File: src/rtl/trk2_pkg.sv
// ----------------------------------------------------------------------------
// trk2_pkg
// shared types and constants for the track-2 field extractor
// ----------------------------------------------------------------------------
package trk2_pkg;

  localparam int unsigned CHAR_W     = 8;
  localparam int unsigned POS_W      = 5;
  localparam int unsigned COUNT_W    = 6;
  localparam int unsigned EXPIRY_W   = 32;
  localparam int unsigned SERVICE_W  = 24;
  localparam int unsigned OUT_DATA_W = 80;

  localparam logic [CHAR_W-1:0]  SEPARATOR     = 8'h3D;
  localparam logic [COUNT_W-1:0] COUNT_MAX     = 6'd63;
  localparam logic [COUNT_W:0]   FOLLOW_NEEDED = 7'd8;
  localparam logic [COUNT_W-1:0] EXPIRY_LAST   = 6'd4;
  localparam logic [COUNT_W-1:0] SERVICE_LAST  = 6'd7;

  typedef enum logic [1:0] {
    ST_IDLE = 2'b01,
    ST_EMIT = 2'b10
  } state_t;

endpackage

File: src/rtl/track2_field_extractor_top.sv
// ----------------------------------------------------------------------------
// track2_field_extractor_top
// parses a track-2 character stream into account-number characters and a
// summary of account-number length, expiry and service code
// ----------------------------------------------------------------------------
// Characters are taken one per cycle while the block is idle. A zero byte, or
// a request with in_tlast set, ends the string; the block then stops taking
// requests and a small sequencer steps an index through the stored account
// number (only when pan_ok), one result per cycle while the output is not
// stalled, into the output register, followed by the summary with out_tlast
// set. With pan_ok and the separator at position p, p account-number results
// precede the summary; otherwise only the summary. After a zero byte without
// the end mark, requests are dropped until one arrives with in_tlast set.
module track2_field_extractor_top #(
  parameter int unsigned MAX_PAN_CHARS = 19,
  parameter int unsigned MIN_PAN_CHARS = 12
) (
  input  logic                              clk,
  input  logic                              rst_n,
  input  logic                              in_tvalid,
  output logic                              in_tready,
  input  logic [trk2_pkg::CHAR_W-1:0]       in_tdata,  // track_byte
  input  logic                              in_tlast,  // end_of_string
  output logic                              out_tvalid,
  input  logic                              out_tready,
  // pan_char, pan_index, pan_length, pan_ok, fields_ok, expiry_chars,
  // service_chars, zero pad
  output logic [trk2_pkg::OUT_DATA_W-1:0]   out_tdata,
  output logic                              out_tuser,  // is_summary
  output logic                              out_tlast   // last
);
  import trk2_pkg::*;

  localparam int unsigned IDX_W = (MAX_PAN_CHARS > 1) ? $clog2(MAX_PAN_CHARS) : 1;

  state_t                 state_r, state_nxt;
  logic [COUNT_W-1:0]     char_count_r, char_count_nxt;
  logic [POS_W-1:0]       sep_pos_r, sep_pos_nxt;
  logic                   sep_found_r, sep_found_nxt;
  logic                   search_over_r, search_over_nxt;
  logic                   string_ended_r, string_ended_nxt;
  logic                   ended_zero_r, ended_zero_nxt;
  logic [EXPIRY_W-1:0]    expiry_r, expiry_nxt;
  logic [SERVICE_W-1:0]   service_r, service_nxt;
  logic [POS_W-1:0]       k_r, k_nxt;

  logic [CHAR_W-1:0]      pan_store [MAX_PAN_CHARS];
  logic                   store_we;
  logic [IDX_W-1:0]       store_idx;

  logic                   out_valid_r;
  logic [OUT_DATA_W-1:0]  out_data_r;
  logic                   out_user_r;
  logic                   out_last_r;

  logic                   in_acc;
  logic                   byte_zero;
  logic                   load;
  logic                   pan_ok;
  logic                   fields_ok;
  logic                   emit_char;
  logic [COUNT_W-1:0]     offset;

  assign in_tready = (state_r == ST_IDLE);
  assign in_acc    = in_tvalid && in_tready;
  assign byte_zero = (in_tdata == '0);
  assign load      = (state_r == ST_EMIT) && (!out_valid_r || out_tready);
  assign pan_ok    = sep_found_r && (sep_pos_r >= POS_W'(MIN_PAN_CHARS));
  assign fields_ok = sep_found_r &&
                     ({1'b0, char_count_r} >= ({2'b00, sep_pos_r} + FOLLOW_NEEDED));
  assign emit_char = pan_ok && (k_r < sep_pos_r);
  assign offset    = char_count_r - {1'b0, sep_pos_r};

  always_comb begin
    state_nxt        = state_r;
    char_count_nxt   = char_count_r;
    sep_pos_nxt      = sep_pos_r;
    sep_found_nxt    = sep_found_r;
    search_over_nxt  = search_over_r;
    string_ended_nxt = string_ended_r;
    ended_zero_nxt   = ended_zero_r;
    expiry_nxt       = expiry_r;
    service_nxt      = service_r;
    k_nxt            = k_r;
    store_we         = 1'b0;
    store_idx        = char_count_r[IDX_W-1:0];

    if (in_acc) begin
      if (string_ended_r) begin
        if (in_tlast) begin
          string_ended_nxt = 1'b0;
        end
      end else begin
        if (!byte_zero) begin
          if (!search_over_r) begin
            if (char_count_r < COUNT_W'(MAX_PAN_CHARS)) begin
              if (in_tdata == SEPARATOR) begin
                sep_found_nxt   = 1'b1;
                sep_pos_nxt     = char_count_r[POS_W-1:0];
                search_over_nxt = 1'b1;
              end else begin
                store_we = 1'b1;
              end
            end else begin
              search_over_nxt = 1'b1;
            end
          end else if (sep_found_r && (char_count_r > {1'b0, sep_pos_r})) begin
            if (offset <= EXPIRY_LAST) begin
              expiry_nxt = {expiry_r[EXPIRY_W-CHAR_W-1:0], in_tdata};
            end else if (offset <= SERVICE_LAST) begin
              service_nxt = {service_r[SERVICE_W-CHAR_W-1:0], in_tdata};
            end
          end
          if (char_count_r < COUNT_MAX) begin
            char_count_nxt = char_count_r + 1'b1;
          end
        end
        if (byte_zero || in_tlast) begin
          state_nxt      = ST_EMIT;
          k_nxt          = '0;
          ended_zero_nxt = byte_zero && !in_tlast;
        end
      end
    end

    if (load) begin
      if (emit_char) begin
        k_nxt = k_r + 1'b1;
      end else begin
        state_nxt        = ST_IDLE;
        char_count_nxt   = '0;
        sep_pos_nxt      = '0;
        sep_found_nxt    = 1'b0;
        search_over_nxt  = 1'b0;
        expiry_nxt       = '0;
        service_nxt      = '0;
        string_ended_nxt = ended_zero_r;
      end
    end
  end

  always_ff @(posedge clk) begin
    if (!rst_n) begin
      state_r        <= ST_IDLE;
      char_count_r   <= '0;
      sep_pos_r      <= '0;
      sep_found_r    <= 1'b0;
      search_over_r  <= 1'b0;
      string_ended_r <= 1'b0;
      ended_zero_r   <= 1'b0;
      expiry_r       <= '0;
      service_r      <= '0;
      k_r            <= '0;
    end else begin
      state_r        <= state_nxt;
      char_count_r   <= char_count_nxt;
      sep_pos_r      <= sep_pos_nxt;
      sep_found_r    <= sep_found_nxt;
      search_over_r  <= search_over_nxt;
      string_ended_r <= string_ended_nxt;
      ended_zero_r   <= ended_zero_nxt;
      expiry_r       <= expiry_nxt;
      service_r      <= service_nxt;
      k_r            <= k_nxt;
    end
  end

  // account-number store
  always_ff @(posedge clk) begin
    if (store_we) begin
      pan_store[store_idx] <= in_tdata;
    end
  end

  // output register
  always_ff @(posedge clk) begin
    if (!rst_n) begin
      out_valid_r <= 1'b0;
    end else if (load) begin
      out_valid_r <= 1'b1;
    end else if (out_tready) begin
      out_valid_r <= 1'b0;
    end
  end

  always_ff @(posedge clk) begin
    if (load) begin
      if (emit_char) begin
        out_data_r <= {4'b0000, {SERVICE_W{1'b0}}, {EXPIRY_W{1'b0}}, 1'b0, 1'b0,
                       {POS_W{1'b0}}, k_r, pan_store[k_r[IDX_W-1:0]]};
        out_user_r <= 1'b0;
        out_last_r <= 1'b0;
      end else begin
        out_data_r <= {4'b0000,
                       fields_ok ? service_r : {SERVICE_W{1'b0}},
                       fields_ok ? expiry_r : {EXPIRY_W{1'b0}},
                       fields_ok, pan_ok,
                       sep_found_r ? sep_pos_r : {POS_W{1'b0}},
                       {POS_W{1'b0}}, {CHAR_W{1'b0}}};
        out_user_r <= 1'b1;
        out_last_r <= 1'b1;
      end
    end
  end

  assign out_tvalid = out_valid_r;
  assign out_tdata  = out_data_r;
  assign out_tuser  = out_user_r;
  assign out_tlast  = out_last_r;

endmodule

File: config.mk
export PLATFORM = sky130hd
export DESIGN_NAME = track2_field_extractor_top
export DESIGN_NICKNAME = d
export VERILOG_FILES = /design/src/rtl/trk2_pkg.sv /design/src/rtl/track2_field_extractor_top.sv
export SDC_FILE = /design/constraint.sdc
export NUM_CORES = 1
export LEC_CHECK = 0
export ABC_AREA = 1
export ABC_CLOCK_PERIOD_IN_PS = 6300
export BUFFER_PORTS_ARGS = -buffer_cell sky130_fd_sc_hd__clkbuf_2
export CORE_UTILIZATION = 45
export CTS_BUF_LIST = sky130_fd_sc_hd__clkbuf_8
export DETAILED_ROUTE_END_ITERATION = 8
export PLACE_DENSITY = 0.69
export SYNTH_ARGS = -nofsm -noshare
export SYNTH_HDL_FRONTEND = slang
export SYNTH_SLANG_ARGS = --single-unit
export TNS_END_PERCENT = 10
File: constraint.sdc
create_clock -name clk -period 6.3 [get_ports clk]
set_input_delay 0.315 -clock clk [delete_from_list [all_inputs] [get_ports clk]]
set_output_delay 0.315 -clock clk [all_outputs]
set_load 0.02 [all_outputs]
Word-level counts from Yosys, hierarchy flattened
Memory sizes are Yosys's and may differ from the RTL's. A register that Yosys moved wholly into a read port is not among the register bits.
Cells that the tools add are included.

storage, ports and cells
  word-level logic and storage cells = 126
  memories = 1
  memory bits (writable) = 152
  flip-flop bits (word level) = 160
  output and inout port bits = 84

memories
  memory     depth  width  rd ports  clocked after memory_dff  wr ports  RTL line                          RTL
  pan_store  19     8      1         1                         1         track2_field_extractor_top.sv:47  logic [CHAR_W-1:0] pan_store [MAX_PAN_CHARS];

cells by class
  multiplexer cells = 73
  magnitude comparators = 8
  bitwise logic cells = 3
  equality and inequality tests = 3
  reduce and logical (&&, ||, !) cells = 17
  $add $sub $neg = 4

operators by type and width
  cell                                                                          number
  32-bit 2-to-1 mux                                                             8
  24-bit 2-to-1 mux                                                             9
  5-bit 2-to-1 mux                                                              13
  6-bit 2-to-1 mux                                                              6
  1-bit 2-to-1 mux                                                              32
  6-bit by 3-bit <= comparator with 1-bit output, second input constant         2
  2-bit 2-to-1 mux                                                              5
  8-bit by 6-bit equality test with 1-bit output, second input constant         1
  8-bit logical NOT                                                             1
  1-bit logical AND                                                             7
  5-bit by 4-bit adder with 6-bit output, second input constant                 1
  6-bit by 1-bit adder with 6-bit output, second input constant                 1
  6-bit >= comparator                                                           1
  6-bit by 5-bit greater-than comparator with 1-bit output                      1
  6-bit by 5-bit less-than comparator with 1-bit output, second input constant  1
  6-bit less-than comparator, second input constant                             1
  6-bit by 5-bit subtractor with 6-bit output                                   1
  5-bit by 1-bit adder with 5-bit output, second input constant                 1
  5-bit by 4-bit >= comparator with 1-bit output, second input constant         1
  5-bit less-than comparator                                                    1
  2-bit OR reduction                                                            2
  1-bit logical NOT                                                             3
  1-bit inverter                                                                3
  3-bit AND reduction                                                           1
  other kinds (4)                                                               5

Depth between registers and ports, before layout
  word-level depth = 11
  mapped depth = 15

Worst setup path before layout
No wires, ideal clock.

  path kind = register -> register
  start = register state_r[1]
  end = register expiry_r[10]
  clock period less this slack = 4651 ps
  path buffers = 2
  data required time = 6187 ps
  stages on the path, launching flop included = 10
  arrival = 4539 ps
  slack = 1649 ps
  library setup time = 113 ps
  cell sequence = dfxtp_1 inv_1 nor3_2 nand2_1 nand2_2 inv_2 buf_6 buf_6 nand2_1 nor2_1

RTL lines
  element                   RTL line                           RTL
  start: declaration        track2_field_extractor_top.sv:36   state_t state_r, state_nxt;
  start signal: assignment  track2_field_extractor_top.sv:155  state_r <= state_nxt;
  2-bit equality test       track2_field_extractor_top.sv:67   assign load = (state_r == ST_EMIT) && (!out_valid_r || out_tready);
  1-bit logical AND         track2_field_extractor_top.sv:67
  net load                  track2_field_extractor_top.sv:58   logic load;
  32-bit 2-to-1 mux         track2_field_extractor_top.sv:126  if (load) begin
  end signal: assignment    track2_field_extractor_top.sv:162  expiry_r <= expiry_nxt;
  end: declaration          track2_field_extractor_top.sv:43   logic [EXPIRY_W-1:0] expiry_r, expiry_nxt;

The timed path passes the listed nets, and every way through them passes these cells.
A chain may end at the register's enable or synchronous reset.

Worst setup path after layout
  start = register k_r[2]
  end = register state_r[0]

on the way
  longest elaborated chain between the ends = 4

ends and longest elaborated chain
  element                     RTL line                           RTL
  start: declaration          track2_field_extractor_top.sv:45   logic [POS_W-1:0] k_r, k_nxt;
  start signal: assignment    track2_field_extractor_top.sv:164  k_r <= k_nxt;
  5-bit less-than comparator  track2_field_extractor_top.sv:71   assign emit_char = pan_ok && (k_r < sep_pos_r);
  1-bit logical AND           track2_field_extractor_top.sv:71
  2-bit 2-to-1 mux            track2_field_extractor_top.sv:127  if (emit_char) begin
  2-bit 2-to-1 mux            track2_field_extractor_top.sv:126

No other way between the ends.

==> results.cfg <==
[status]
status = complete, no violations

[yosys]
netlist.area_leader.share = 0.5324
synth-edff-count = 229
syn_inst = 1284
ys_types = 37
synth_area_mm2 = 0.01292
synthFlopType = edfxtp_1
synth_top_cell_by_area = edfxtp_1
synth_area_per_cell_um2 = 10.06
yosysSeqAreaShare = 0.6548
ys_seq_elements = 308
async_reset_ff_frac = 0
synth_warnings = 0
ys_top_cells_by_area = edfxtp_1 53%, dfxtp_1 12%, nor2_1 9.5%

[pwr]
powerDensity_mw_per_mm2 = 269.3
intPower_w = 0.003003
clockPowerShare = 0.391
p_sw_w = 0.0008802
fin_total_pwr_w = 0.003883
swShare = 0.2267
irDropWorstVdd_uv = 124.1
p_leak_nw = 5.353
p_seq_frac = 0.567
p_comb_frac = 0.041

[global_route]
track_usage = 0.2005
grt_overflow = 0
grt_max_degree = 82
grt_pass1_vias = 8501
antenna_found_initial = 0
grt_pass1_wl_um = 45400

[drt]
postRouteAntennaNets = 0
vias = 8923
post_drt_wl_per_cell_um = 16.15
drc_errors = 0
routed_wl_um = 28900
viasPerCell = 4.988
drt_iter0_markers = 841
dr.pass1.iters = 5

[clocking]
h-tree-depth = 2
cts_tree = done
numCtsBuffers = 48
post_cts_buffers = 0
cts_hold_buf = 1
clock_path_buffers = 3
cts_resized = 0
clkLatencyLatePin_ns = 0.55
cts.sinks = 308
cts_root_buf = clkbuf_8
clk_pin_slew_worst_paths_ns = 0.07

[final_layout]
final_cells = 1789
nets = 1406
syn_to_final_growth_pct = 11.60
diodes = 0
layout_commonest_cell = nor2_1
n_fill_cell = 2540
final_core_util = 0.5147
final_cell_mix = 328 x nor2_1, 229 x edfxtp_1, 205 x nand2_1, 126 x inv_1, 97 x o21ai_0
drive_gt1_frac = 0.1304

[worst_hold_path]
min_to = k_r[3]
hold_start = rst_n
min_path_cells = 3
hold_class = in -> reg

[placement]
gp_congestion = 0.8123
pre_cts_ws_ns = 3.173
numPortBuffers = 92
dp_cells = 1700
dp_hpwl_um = 17760

[setup_path]
end_kind = flip-flop
r2r_end = state_r[0]
worstReg2RegStart = k_r[2]
r2r_cells = 11
crit_type = reg -> reg
cp_max_fo = 57
critical_path.startpoint_type = flip-flop
cp.required_ns = 6.68
r2r_slack_ns = 3.16
cp_data_arrival_time_ns = 3.52

[timing]
worstMarginPinSlew_ns = 1.075
fin_ws_ns = 3.157
fin_worst_skew_ns = 0.01910
rsz0062_at_grt = no
finalSetupViolations = 0
final.setup.tns_ns = 0
post-route-period-util = 0.4989
fin_crit_ns = 3.143
hold_viol_final = 0
slew_headroom = 0.2833
fmax_mhz = 318.1
maxSlewViolCount = 0

[die]
core_area_mm2 = 0.02801
die_area_mm2 = 0.02939
initial_core_util = 0.4612
die_x_um = 171.4
die_h_um = 171.4
row_count = 61
ioPinCount = 97

[job]
cap_viol_max_count = 0
## worst max path at each step
stage	start	endpoint	slack [ns]	cells past startpoint
after global placement	k_r[2]	state_r[0]	3.25	11
after floorplan	state_r[1]	expiry_r[10]	1.65	9
final	k_r[2]	state_r[0]	3.16	11
after global routing	k_r[2]	state_r[0]	2.83	11
after detailed placement	k_r[2]	state_r[0]	3.17	11
after CTS	k_r[2]	state_r[0]	3.17	11
## synthesized netlist by cell type, types with 3 or more instances
cell type,n
nor2_4,4
edfxtp_1,229
o21ai_0,97
xnor2_1,3
a21oi_1,23
buf_4,11
inv_1,108
nand2_2,3
o211ai_1,24
inv_2,9
buf_6,10
buf_2,22
ha_1,19
nand2_1,206
clkbuf_1,17
nand3_1,61
xor2_1,3
clkinv_1,4
dfxtp_1,79
nand4_1,6
nor2_1,328
## layout make-up
cell class / count / area (um^2) / share of cell area
Inverter: 121 / 454.2 / 0.03151
Multi-Input combinational cell: 796 / 3649 / 0.2531
Tap cell: 378 / 473.0 / 0.03281
Clock buffer: 53 / 729.5 / 0.05060
Clock inverter: 35 / 142.6 / 0.009894
Sequential cell: 308 / 8461 / 0.5869
Timing Repair Buffer: 98 / 508.0 / 0.03524
## sequential cells by signal (all words and copies together), names as in the netlist
| signal | flops |
|---|---|
| sep_pos_r | 5 |
| out_tdata | 76 |
| ended_zero_r | 1 |
| state_r | 2 |
| expiry_r | 32 |
| out_tvalid | 1 |
| pan_store | 152 |
| search_over_r | 1 |
| char_count_r | 6 |
| k_r | 5 |
| service_r | 24 |
| string_ended_r | 1 |
| sep_found_r | 1 |
| out_tlast | 1 |
## per-layer routing
metal / share of wire / global-route usage / up-vias
met1: 0.45 / 0.2853 / 4200
met4: 0.024 / 0.06444 / 0
li1: - / - / 4403
met3: 0.064 / 0.03336 / 54
met2: 0.46 / 0.3126 / 266
met5: 0 / 0 / -
## cell families after synthesis
family,Yosys count,synth area share
AND/OR/NAND/NOR,616,0.1925
flip-flops,308,0.6548
other,1,0.0002903
XOR/XNOR,6,0.004069
buffers and inverters,183,0.06432
adder cells (fa/ha/maj),20,0.01995
AO/OA/AOI/OAI,150,0.06412
## power groups by stage
stage	combinational, W	clock, W	sequential [W]
after floorplan	0.0000962	0	0.00225
after global placement	0.000156	0	0.00225
after detailed placement	0.000159	0	0.00225
after CTS	0.000160	0.00155	0.00220
after global routing	0.000178	0.00164	0.00220
final	0.000160	0.00152	0.00220
## metrics by stage
stage          area [um^2]  hold WS [ns]
6_report             14420        0.1281
5_1_grt              14420        0.1224
4_1_cts              14420        0.1002
3_5_place_dp         13530        0.4713
3_3_place_gp         13530        0.4602
2_1_floorplan        12930        0.4104
## critical path, stage by stage (launching register included)
cell	delay [ns]
dfxtp_1	0.65
ha_1	0.35
nand2_1	0.07
inv_1	0.04
o21ai_2	0.10
nand3_1	0.13
nor2_4	0.17
inv_2	0.15
nand2_1	0.13
nand2_2	0.22
inv_2	0.78
o21ai_0	0.18
Power figures use the tool's default switching activity.
